### src/design/hsce_pkg.sv
// Shared types and constants for the Hall capture speed estimator.
// No dependencies; every other design file imports this package.
package hsce_pkg;

  localparam int CAP_W    = 16;   // capture interval width
  localparam int CLK_W    = 28;   // clock_hz register width
  localparam int PRE_W    = 16;   // prescaler register width
  localparam int EPR_W    = 8;    // edges_per_rev register width
  localparam int CFG_W    = 28;   // widest configuration register
  localparam int CFG_IDX_W = 2;
  localparam int SPEED_W  = 32;   // Q24.8 speed result
  localparam int CNT60_W  = CLK_W + 6;              // clock_hz * 60
  localparam int P1_W     = CAP_W + PRE_W + 1;      // count * (prescaler + 1)
  localparam int DEN_W    = P1_W + EPR_W;           // full divisor
  localparam int OUT_RAW_W = SPEED_W + 3 * CAP_W + 1;
  localparam int OUT_TDATA_W = ((OUT_RAW_W + 7) / 8) * 8;

  localparam logic [CLK_W-1:0] CLOCK_HZ_RST       = CLK_W'(84000000);
  localparam logic [PRE_W-1:0] PRESCALER_RST      = '0;
  localparam logic [CAP_W-1:0] COUNTER_PERIOD_RST = CAP_W'(65535);
  localparam logic [EPR_W-1:0] EDGES_PER_REV_RST  = EPR_W'(12);

  localparam logic [SPEED_W-1:0] SPEED_MAX = '1;

  typedef enum logic [CFG_IDX_W-1:0] {
    REG_CLOCK_HZ,
    REG_PRESCALER,
    REG_COUNTER_PERIOD,
    REG_EDGES_PER_REV
  } cfg_idx_t;

  typedef enum logic {
    CMD_CAPTURE = 1'b0,
    CMD_TICK    = 1'b1
  } item_cmd_t;

  // controller -> datapath
  typedef struct packed {
    logic accept;     // latch request, update edge/jump state
    logic mul1;       // count * (prescaler + 1), numerator
    logic mul2;       // times edges_per_rev, seed divider
    logic div_step;   // one restoring division step
    logic speed_wr;   // commit quotient to speed register
    logic out_load;   // load output register
  } hsce_cmd_t;

  // datapath -> controller
  typedef struct packed {
    logic is_tick;
  } hsce_stat_t;

endpackage

### src/design/hsce_ctrl.sv
// Controller state machine of the Hall capture speed estimator.
// Depends on hsce_pkg; drives hsce_dp through hsce_cmd_t.
module hsce_ctrl import hsce_pkg::*; #(
  parameter int STEPS = 42
) (
  input  logic       clk,
  input  logic       rst_n,
  input  logic       in_tvalid,
  output logic       in_tready,
  output logic       out_tvalid,
  input  logic       out_tready,
  input  hsce_stat_t stat,
  output hsce_cmd_t  cmd
);

  localparam int STEP_W = (STEPS > 1) ? $clog2(STEPS) : 1;

  typedef enum logic [2:0] {
    S_IDLE,
    S_MUL1,
    S_MUL2,
    S_DIV,
    S_WR,
    S_DONE
  } state_t;

  state_t              state_r;
  logic [STEP_W-1:0]   step_r;
  logic                out_valid_r;
  logic                out_free;

  assign in_tready  = (state_r == S_IDLE);
  assign out_tvalid = out_valid_r;
  assign out_free   = !out_valid_r || out_tready;

  always_comb begin
    cmd          = '0;
    cmd.accept   = (state_r == S_IDLE) && in_tvalid;
    cmd.mul1     = (state_r == S_MUL1);
    cmd.mul2     = (state_r == S_MUL2);
    cmd.div_step = (state_r == S_DIV);
    cmd.speed_wr = (state_r == S_WR);
    cmd.out_load = (state_r == S_DONE) && out_free;
  end

  always_ff @(posedge clk) begin
    if (!rst_n) begin
      state_r     <= S_IDLE;
      step_r      <= '0;
      out_valid_r <= 1'b0;
    end else begin
      if (cmd.out_load) begin
        out_valid_r <= 1'b1;
      end else if (out_tready) begin
        out_valid_r <= 1'b0;
      end
      unique case (state_r)
        S_IDLE: begin
          if (in_tvalid) begin
            state_r <= stat.is_tick ? S_DONE : S_MUL1;
          end
        end
        S_MUL1: state_r <= S_MUL2;
        S_MUL2: begin
          step_r  <= '0;
          state_r <= S_DIV;
        end
        S_DIV: begin
          step_r <= step_r + STEP_W'(1);
          if (step_r == STEP_W'(STEPS - 1)) begin
            state_r <= S_WR;
          end
        end
        S_WR: state_r <= S_DONE;
        S_DONE: begin
          if (out_free) begin
            state_r <= S_IDLE;
          end
        end
        default: state_r <= S_IDLE;
      endcase
    end
  end

endmodule

### src/design/hsce_dp.sv
// Datapath of the Hall capture speed estimator: configuration registers,
// edge/jump tracking, two-stage divisor multiply, restoring divider, output.
// Depends on hsce_pkg; sequenced by hsce_ctrl.
module hsce_dp import hsce_pkg::*; #(
  parameter int SPEED_FRAC_BITS = 8,
  parameter int NUM_W = CNT60_W + SPEED_FRAC_BITS
) (
  input  logic                   clk,
  input  logic                   rst_n,
  input  logic                   cfg_we,
  input  logic [CFG_IDX_W-1:0]   cfg_index,
  input  logic [CFG_W-1:0]       cfg_wdata,
  input  logic                   in_tuser,
  input  logic [CAP_W-1:0]       in_tdata,
  output logic [OUT_TDATA_W-1:0] out_tdata,
  input  hsce_cmd_t              cmd,
  output hsce_stat_t             stat
);

  logic [CLK_W-1:0]   clock_hz_r;
  logic [PRE_W-1:0]   prescaler_r;
  logic [CAP_W-1:0]   counter_period_r;
  logic [EPR_W-1:0]   edges_per_rev_r;

  logic [SPEED_W-1:0] speed_r;
  logic               edge_seen_r;
  logic [CAP_W-1:0]   capture_r;
  logic [CAP_W-1:0]   prev_capture_r;
  logic [CAP_W-1:0]   jump_r;
  logic [CAP_W-1:0]   spike_r;

  logic [CAP_W-1:0]   sel_count_r;
  logic               zero_count_r;
  logic [P1_W-1:0]    prod1_r;
  logic [DEN_W-1:0]   den_r;
  logic [NUM_W-1:0]   num_r;
  logic [NUM_W-1:0]   qr_r;
  logic [DEN_W-1:0]   rem_r;
  logic [OUT_TDATA_W-1:0] out_tdata_r;

  logic [CAP_W-1:0]   cap;
  logic               is_spike;
  logic [CNT60_W-1:0] clk60;
  logic [DEN_W:0]     trial;
  logic               fits;
  logic [DEN_W-1:0]   rem_nxt;
  logic [SPEED_W-1:0] speed_nxt;

  assign cap          = in_tdata;
  assign stat.is_tick = (in_tuser == CMD_TICK);
  assign out_tdata    = out_tdata_r;

  assign is_spike = (cap < (prev_capture_r >> 1)) ||
                    ({1'b0, cap} > {prev_capture_r, 1'b0});

  // clock_hz * 60 as two shifted terms
  assign clk60 = {clock_hz_r, 6'b0} - {4'b0, clock_hz_r, 2'b0};

  // restoring division step: shift numerator MSB into the remainder
  assign trial   = {rem_r, qr_r[NUM_W-1]};
  assign fits    = (trial >= {1'b0, den_r});
  assign rem_nxt = fits ? DEN_W'(trial - {1'b0, den_r}) : trial[DEN_W-1:0];

  // saturate quotient to 32 bits; zero count forces zero
  always_comb begin
    if (zero_count_r) begin
      speed_nxt = '0;
    end else if (|qr_r[NUM_W-1:SPEED_W]) begin
      speed_nxt = SPEED_MAX;
    end else begin
      speed_nxt = qr_r[SPEED_W-1:0];
    end
  end

  always_ff @(posedge clk) begin
    if (!rst_n) begin
      clock_hz_r       <= CLOCK_HZ_RST;
      prescaler_r      <= PRESCALER_RST;
      counter_period_r <= COUNTER_PERIOD_RST;
      edges_per_rev_r  <= EDGES_PER_REV_RST;
    end else if (cfg_we) begin
      unique case (cfg_idx_t'(cfg_index))
        REG_CLOCK_HZ:       clock_hz_r       <= cfg_wdata[CLK_W-1:0];
        REG_PRESCALER:      prescaler_r      <= cfg_wdata[PRE_W-1:0];
        REG_COUNTER_PERIOD: counter_period_r <= cfg_wdata[CAP_W-1:0];
        REG_EDGES_PER_REV:  edges_per_rev_r  <= cfg_wdata[EPR_W-1:0];
        default: ;
      endcase
    end
  end

  always_ff @(posedge clk) begin
    if (!rst_n) begin
      speed_r        <= '0;
      edge_seen_r    <= 1'b0;
      capture_r      <= '0;
      prev_capture_r <= '0;
      jump_r         <= '0;
      spike_r        <= '0;
    end else begin
      if (cmd.accept) begin
        if (stat.is_tick) begin
          if (!edge_seen_r) begin
            speed_r <= '0;
          end
          edge_seen_r <= 1'b0;
        end else begin
          edge_seen_r    <= 1'b1;
          capture_r      <= cap;
          prev_capture_r <= cap;
          if (prev_capture_r != '0) begin
            jump_r <= (cap > prev_capture_r) ? cap - prev_capture_r
                                             : prev_capture_r - cap;
            if (is_spike) begin
              spike_r <= spike_r + CAP_W'(1);
            end
          end
        end
      end
      if (cmd.speed_wr) begin
        speed_r <= speed_nxt;
      end
    end
  end

  always_ff @(posedge clk) begin
    if (cmd.accept) begin
      // fall back to the full counter period until a speed exists
      sel_count_r  <= (speed_r != '0) ? cap : counter_period_r;
      zero_count_r <= (speed_r != '0) ? (cap == '0) : (counter_period_r == '0);
    end
    if (cmd.mul1) begin
      prod1_r <= P1_W'(sel_count_r) * P1_W'({1'b0, prescaler_r} + (PRE_W + 1)'(1));
      num_r   <= NUM_W'(clk60) << SPEED_FRAC_BITS;
    end
    if (cmd.mul2) begin
      den_r <= DEN_W'(prod1_r) * DEN_W'(edges_per_rev_r);
      rem_r <= '0;
      qr_r  <= num_r;
    end
    if (cmd.div_step) begin
      rem_r <= rem_nxt;
      qr_r  <= {qr_r[NUM_W-2:0], fits};
    end
    if (cmd.out_load) begin
      out_tdata_r <= OUT_TDATA_W'({edge_seen_r, spike_r, jump_r, capture_r, speed_r});
    end
  end

endmodule

### src/design/hall_capture_speed_estimator.sv
// Hall capture speed estimator, top level.
// Sequence: a capture request is accepted, multiplied in two steps, divided in
// 34 + SPEED_FRAC_BITS restoring-divider steps, committed and loaded to the output;
// a tick goes from acceptance straight to the output load.
// A new request is accepted only when idle, once the previous result has been loaded into a free output.
// Reset (rst_n low, synchronous): configuration to defaults, state and output valid cleared.
module hall_capture_speed_estimator import hsce_pkg::*; #(
  parameter int SPEED_FRAC_BITS = 8
) (
  input  logic                   clk,
  input  logic                   rst_n,
  // configuration write port
  input  logic                   cfg_we,
  input  logic [CFG_IDX_W-1:0]   cfg_index,
  input  logic [CFG_W-1:0]       cfg_wdata,
  // request channel
  input  logic                   in_tvalid,
  output logic                   in_tready,
  input  logic [CAP_W-1:0]       in_tdata,   // [15:0] capture_count
  input  logic                   in_tuser,   // [0] cmd: 0 capture, 1 tick
  // result channel
  output logic                   out_tvalid,
  input  logic                   out_tready,
  output logic [OUT_TDATA_W-1:0] out_tdata   // [31:0] speed_rpm, [47:32] last_capture,
                                             // [63:48] capture_jump, [79:64] spike_total,
                                             // [80] edge_flag, upper bits zero
);

  // numerator clock_hz * 60 * 2^SPEED_FRAC_BITS sets the divider step count
  localparam int NUM_W = CNT60_W + SPEED_FRAC_BITS;

  hsce_cmd_t  cmd;
  hsce_stat_t stat;

  // sequence each request: accept, multiply, divide, commit, present
  hsce_ctrl #(
    .STEPS (NUM_W)
  ) u_ctrl (
    .clk        (clk),
    .rst_n      (rst_n),
    .in_tvalid  (in_tvalid),
    .in_tready  (in_tready),
    .out_tvalid (out_tvalid),
    .out_tready (out_tready),
    .stat       (stat),
    .cmd        (cmd)
  );

  // hold configuration and estimator state; compute speed
  hsce_dp #(
    .SPEED_FRAC_BITS (SPEED_FRAC_BITS),
    .NUM_W           (NUM_W)
  ) u_dp (
    .clk       (clk),
    .rst_n     (rst_n),
    .cfg_we    (cfg_we),
    .cfg_index (cfg_index),
    .cfg_wdata (cfg_wdata),
    .in_tuser  (in_tuser),
    .in_tdata  (in_tdata),
    .out_tdata (out_tdata),
    .cmd       (cmd),
    .stat      (stat)
  );

endmodule

### config.mk
export PLATFORM = sky130hd
export DESIGN_NAME = hall_capture_speed_estimator
export DESIGN_NICKNAME = d
export VERILOG_FILES = /design/src/design/hsce_pkg.sv /design/src/design/hsce_ctrl.sv /design/src/design/hsce_dp.sv /design/src/design/hall_capture_speed_estimator.sv
export SDC_FILE = /design/constraint.sdc
export NUM_CORES = 2
export LEC_CHECK = 0
export BUFFER_PORTS_ARGS = -buffer_cell sky130_fd_sc_hd__buf_2
export CORE_MARGIN = 4
export CORE_UTILIZATION = 45
export CTS_CLUSTER_SIZE = 24
export DETAILED_ROUTE_END_ITERATION = 6
export PLACE_DENSITY = 0.69
export SYNTH_ARGS = -nofsm -noshare
export SYNTH_HDL_FRONTEND = slang
export SYNTH_SLANG_ARGS = --single-unit
### constraint.sdc
create_clock -name clk -period 12.1 [get_ports clk]
set_input_delay 0.605 -clock clk [delete_from_list [all_inputs] [get_ports clk]]
set_output_delay 0.605 -clock clk [all_outputs]
set_load 0.005 [all_outputs]
==> flow_summary.toml <==
[grt]
grt_max_degree = 71
first_global_vias = 28800
grtUsageTotal = 0.203
antenna_found_initial = 2
grt_first_pass_wirelength_microns = 151000
grt_overflow = 0

[worst_setup_path]
cp-start-kind = "flip-flop"
r2r-end = "u_dp.prod1_r[31]"
ff2ff_path_depth = 25
critPathKind = "reg2reg"
reg2reg_from = "u_dp.prescaler_r[0]"
critPathCaptureType = "flip-flop"
cp-startpoint = "u_dp.prescaler_r[0]"
ff2ff_setup_slack_ps = 4570
crit_arrival_ps = 7870
crit_fanout = 19
required_ps = 12440

[drt]
drt-vias-per-instance = 5.32
drtIter0Drc = 1970
ant_nets = 0
remaining_drc_errors = 0
wl_per_cell_microns = 17.3
firstDrtPassIters = 5
wl_microns = 92200
num_vias = 28300

[synth]
ys_warn_count = 0
synth-seq-cells = 446
synthFlopType = "edfxtp_1"
async_reset_ff_frac = 0
synth.cell_area_sq_um = 39100
synthDistinctLibCells = 91
yosysSeqAreaShare = 0.302
synth_area_leaders = "edfxtp_1 22%, fa_1 20%, ha_1 9.5%"
synth_top_cell_by_area = "edfxtp_1"
synth_top_area_share = 0.220
synth-edff-count = 287
synthCells = 4087
avgSynthCellArea_sq_um = 9.57

[cells_and_area]
fin_util = 0.495
final_cell_mix = "602 x nand2_1, 523 x inv_1, 397 x fa_1, 296 x ha_1, 287 x edfxtp_1"
layout-drive-gt1-share = 0.0813
nets = 4877
area_growth_pct = 8.35
final_common_cell = "nand2_1"

[worst_hold_path]
min_to = "u_dp.clock_hz_r[26]"
hp-start = "cfg_wdata[26]"
hold_class = "in2reg"
hold_depth = 3

[clocking]
cts_tree = "done"
clk_pin_slew_ps = 60
worstSkewPairLatency_ps = 610
postCtsHoldBufs = 0
cts_num_sinks = 446
cts-htree-levels = 2
postCtsSetupRepairBufs = 0
cts_root_buf = "clkbuf_16"
cts.path.max_buffers = 3
numCtsBuffers = 47
ctsResizeCount = 0

[floorplan]
die_h_microns = 303
die_w_microns = 303
ioPinCount = 142
start_util = 0.457
fp.coreArea_sq_um = 85700
rows = 107
dieArea_sq_um = 91700

[timing]
skew_ps = 23.8
worst_pin_slew_ps = 1190
period_share = 0.622
whs_ps = 242
max-slew-margin-rel = 0.205
hold_violations = 0
period_needed_ps = 7530
drv_slew = 0
tns_ps = 0
setup_viol = 0
fmax_ghz = 0.133
rsz0062_at_grt = "false"

[power_and_ir_drop]
seqPwrFrac = 0.312
pwr-share-clk = 0.206
p_comb_frac = 0.482
p_switching_uw = 2920
internal_power_uw = 4310
peakVddDrop_mv = 0.123
leakage_uw = 0.0183
p_sw_frac = 0.404
powerDensity_nw_per_um2 = 171

[placed_design]
globalplace.congestion = 0.891
port_buffers = 134
post-dp-hpwl_microns = 70000

[run_status]
status = "completed"

[flow_run]
cap_viol_max_count = 0
[final cells by class]
class,count,area (sq um)
antenna,1,2.50
tap,1144,1430
inverter,525,1970
sequential,446,11800
fill,7873,43300
timing repair buffer,170,941
clock inverter,21,262
clock buffer,67,1320
multi-input combinational,2942,24700
[worst max-delay path by stage]
stage | endpoint | cells after the start
finish | u_dp.prod1_r[31] | 25
global route | u_dp.prod1_r[31] | 25
CTS | u_dp.prod1_r[31] | 25
detailed placement | u_dp.prod1_r[31] | 25
global placement | u_dp.prod1_r[31] | 25
floorplan | u_dp.prod1_r[32] | 26
[registers in the layout, summed over array words and instances (netlist names), 3 cells and up]
| name | count |
|---|---|
| u_dp.prescaler_r | 16 |
| u_ctrl.state_r | 3 |
| u_dp.rem_r | 41 |
| u_dp.edges_per_rev_r | 8 |
| u_dp.clock_hz_r | 28 |
| u_dp.out_tdata | 81 |
| u_dp.prev_capture_r | 16 |
| u_dp.qr_r | 42 |
| u_dp.counter_period_r | 16 |
| u_dp.sel_count_r | 16 |
| u_dp.speed_r | 32 |
| u_ctrl.step_r | 6 |
| u_dp.jump_r | 16 |
| u_dp.num_r | 32 |
| u_dp.spike_r | 16 |
| u_dp.den_r | 41 |
| u_dp.prod1_r | 33 |
[per-stage QoR]
stage / cells / instance area (sq um) / power, uW / worst slack (ps)
global route: 5315 / 42400 / 7880 / 4150
floorplan: 4093 / 39200 / 4960 / 5170
CTS: 5315 / 42400 / 7270 / 4590
finish: 5316 / 42400 / 7230 / 4570
detailed placement: 5227 / 40800 / 5760 / 4600
global placement: 5227 / 40800 / 5680 / 4770
[cells in the mapped netlist, drive strengths merged (14+ instances only)]
cell type  number
a211oi         37
or2            14
mux2           33
o21a           24
mux2i          48
dfxtp         159
nand2b         24
and2          240
ha            296
edfxtp        287
xor2           51
inv           525
nor3           43
nor4           28
xnor2         111
nand2         603
a21o           94
a31oi          19
o21bai         25
nor2          171
o21ai         140
nand4          33
nor2b          44
a21oi         239
buf            39
clkbuf        141
and3           27
fa            397
nand3          67
[kinds of logic after synthesis]
| family | count (synthesis) | synth area share |
|---|---|---|
| flip-flops | 446 | 0.302 |
| other | 1 | 0.0000958 |
| adder cells (fa/ha/maj) | 693 | 0.298 |
| buffers and inverters | 705 | 0.0706 |
| XOR/XNOR | 162 | 0.0363 |
| multiplexers | 81 | 0.0218 |
| AO/OA/AOI/OAI | 671 | 0.110 |
| AND/OR/NAND/NOR | 1328 | 0.162 |
[routing by layer]
| metal | share of wire | vias to the layer above | wire length [microns] | GRT usage |
|---|---|---|---|---|
| met5 | 0.00014 | - | 13 | 0 |
| li1 | - | 13600 | - | - |
| met4 | 0.023 | 2 | 2140 | 0.0502 |
| met1 | 0.45 | 13700 | 41700 | 0.284 |
| met2 | 0.46 | 830 | 42500 | 0.331 |
| met3 | 0.063 | 135 | 5840 | 0.0335 |
[power groups by stage]
stage          logic (uW)  registers, uW  clock network [uW]
4_1_cts              3500           2250                1520
6_report             3480           2260                1490
3_3_place_gp         3410           2270                   0
2_1_floorplan        2830           2130                   0
5_1_grt              4010           2280                1590
3_5_place_dp         3480           2280                   0
[worst max-delay path, cell delays in order, from the launching register on]
cell,delay (ps)
dfxtp_1,340
buf_4,260
nand4_1,220
nor3_1,350
nand2_1,150
xnor2_2,740
nand2_1,180
fa_1,530
fa_1,490
inv_1,60
fa_1,530
fa_1,450
fa_1,540
inv_1,50
fa_1,520
inv_1,40
ha_1,350
a21o_1,130
a21o_1,100
a21o_1,140
nand3_1,80
nand3_1,90
a21oi_1,60
or3_1,410
a311oi_1,340
xor2_1,110
(Power assumes the default switching activity.)
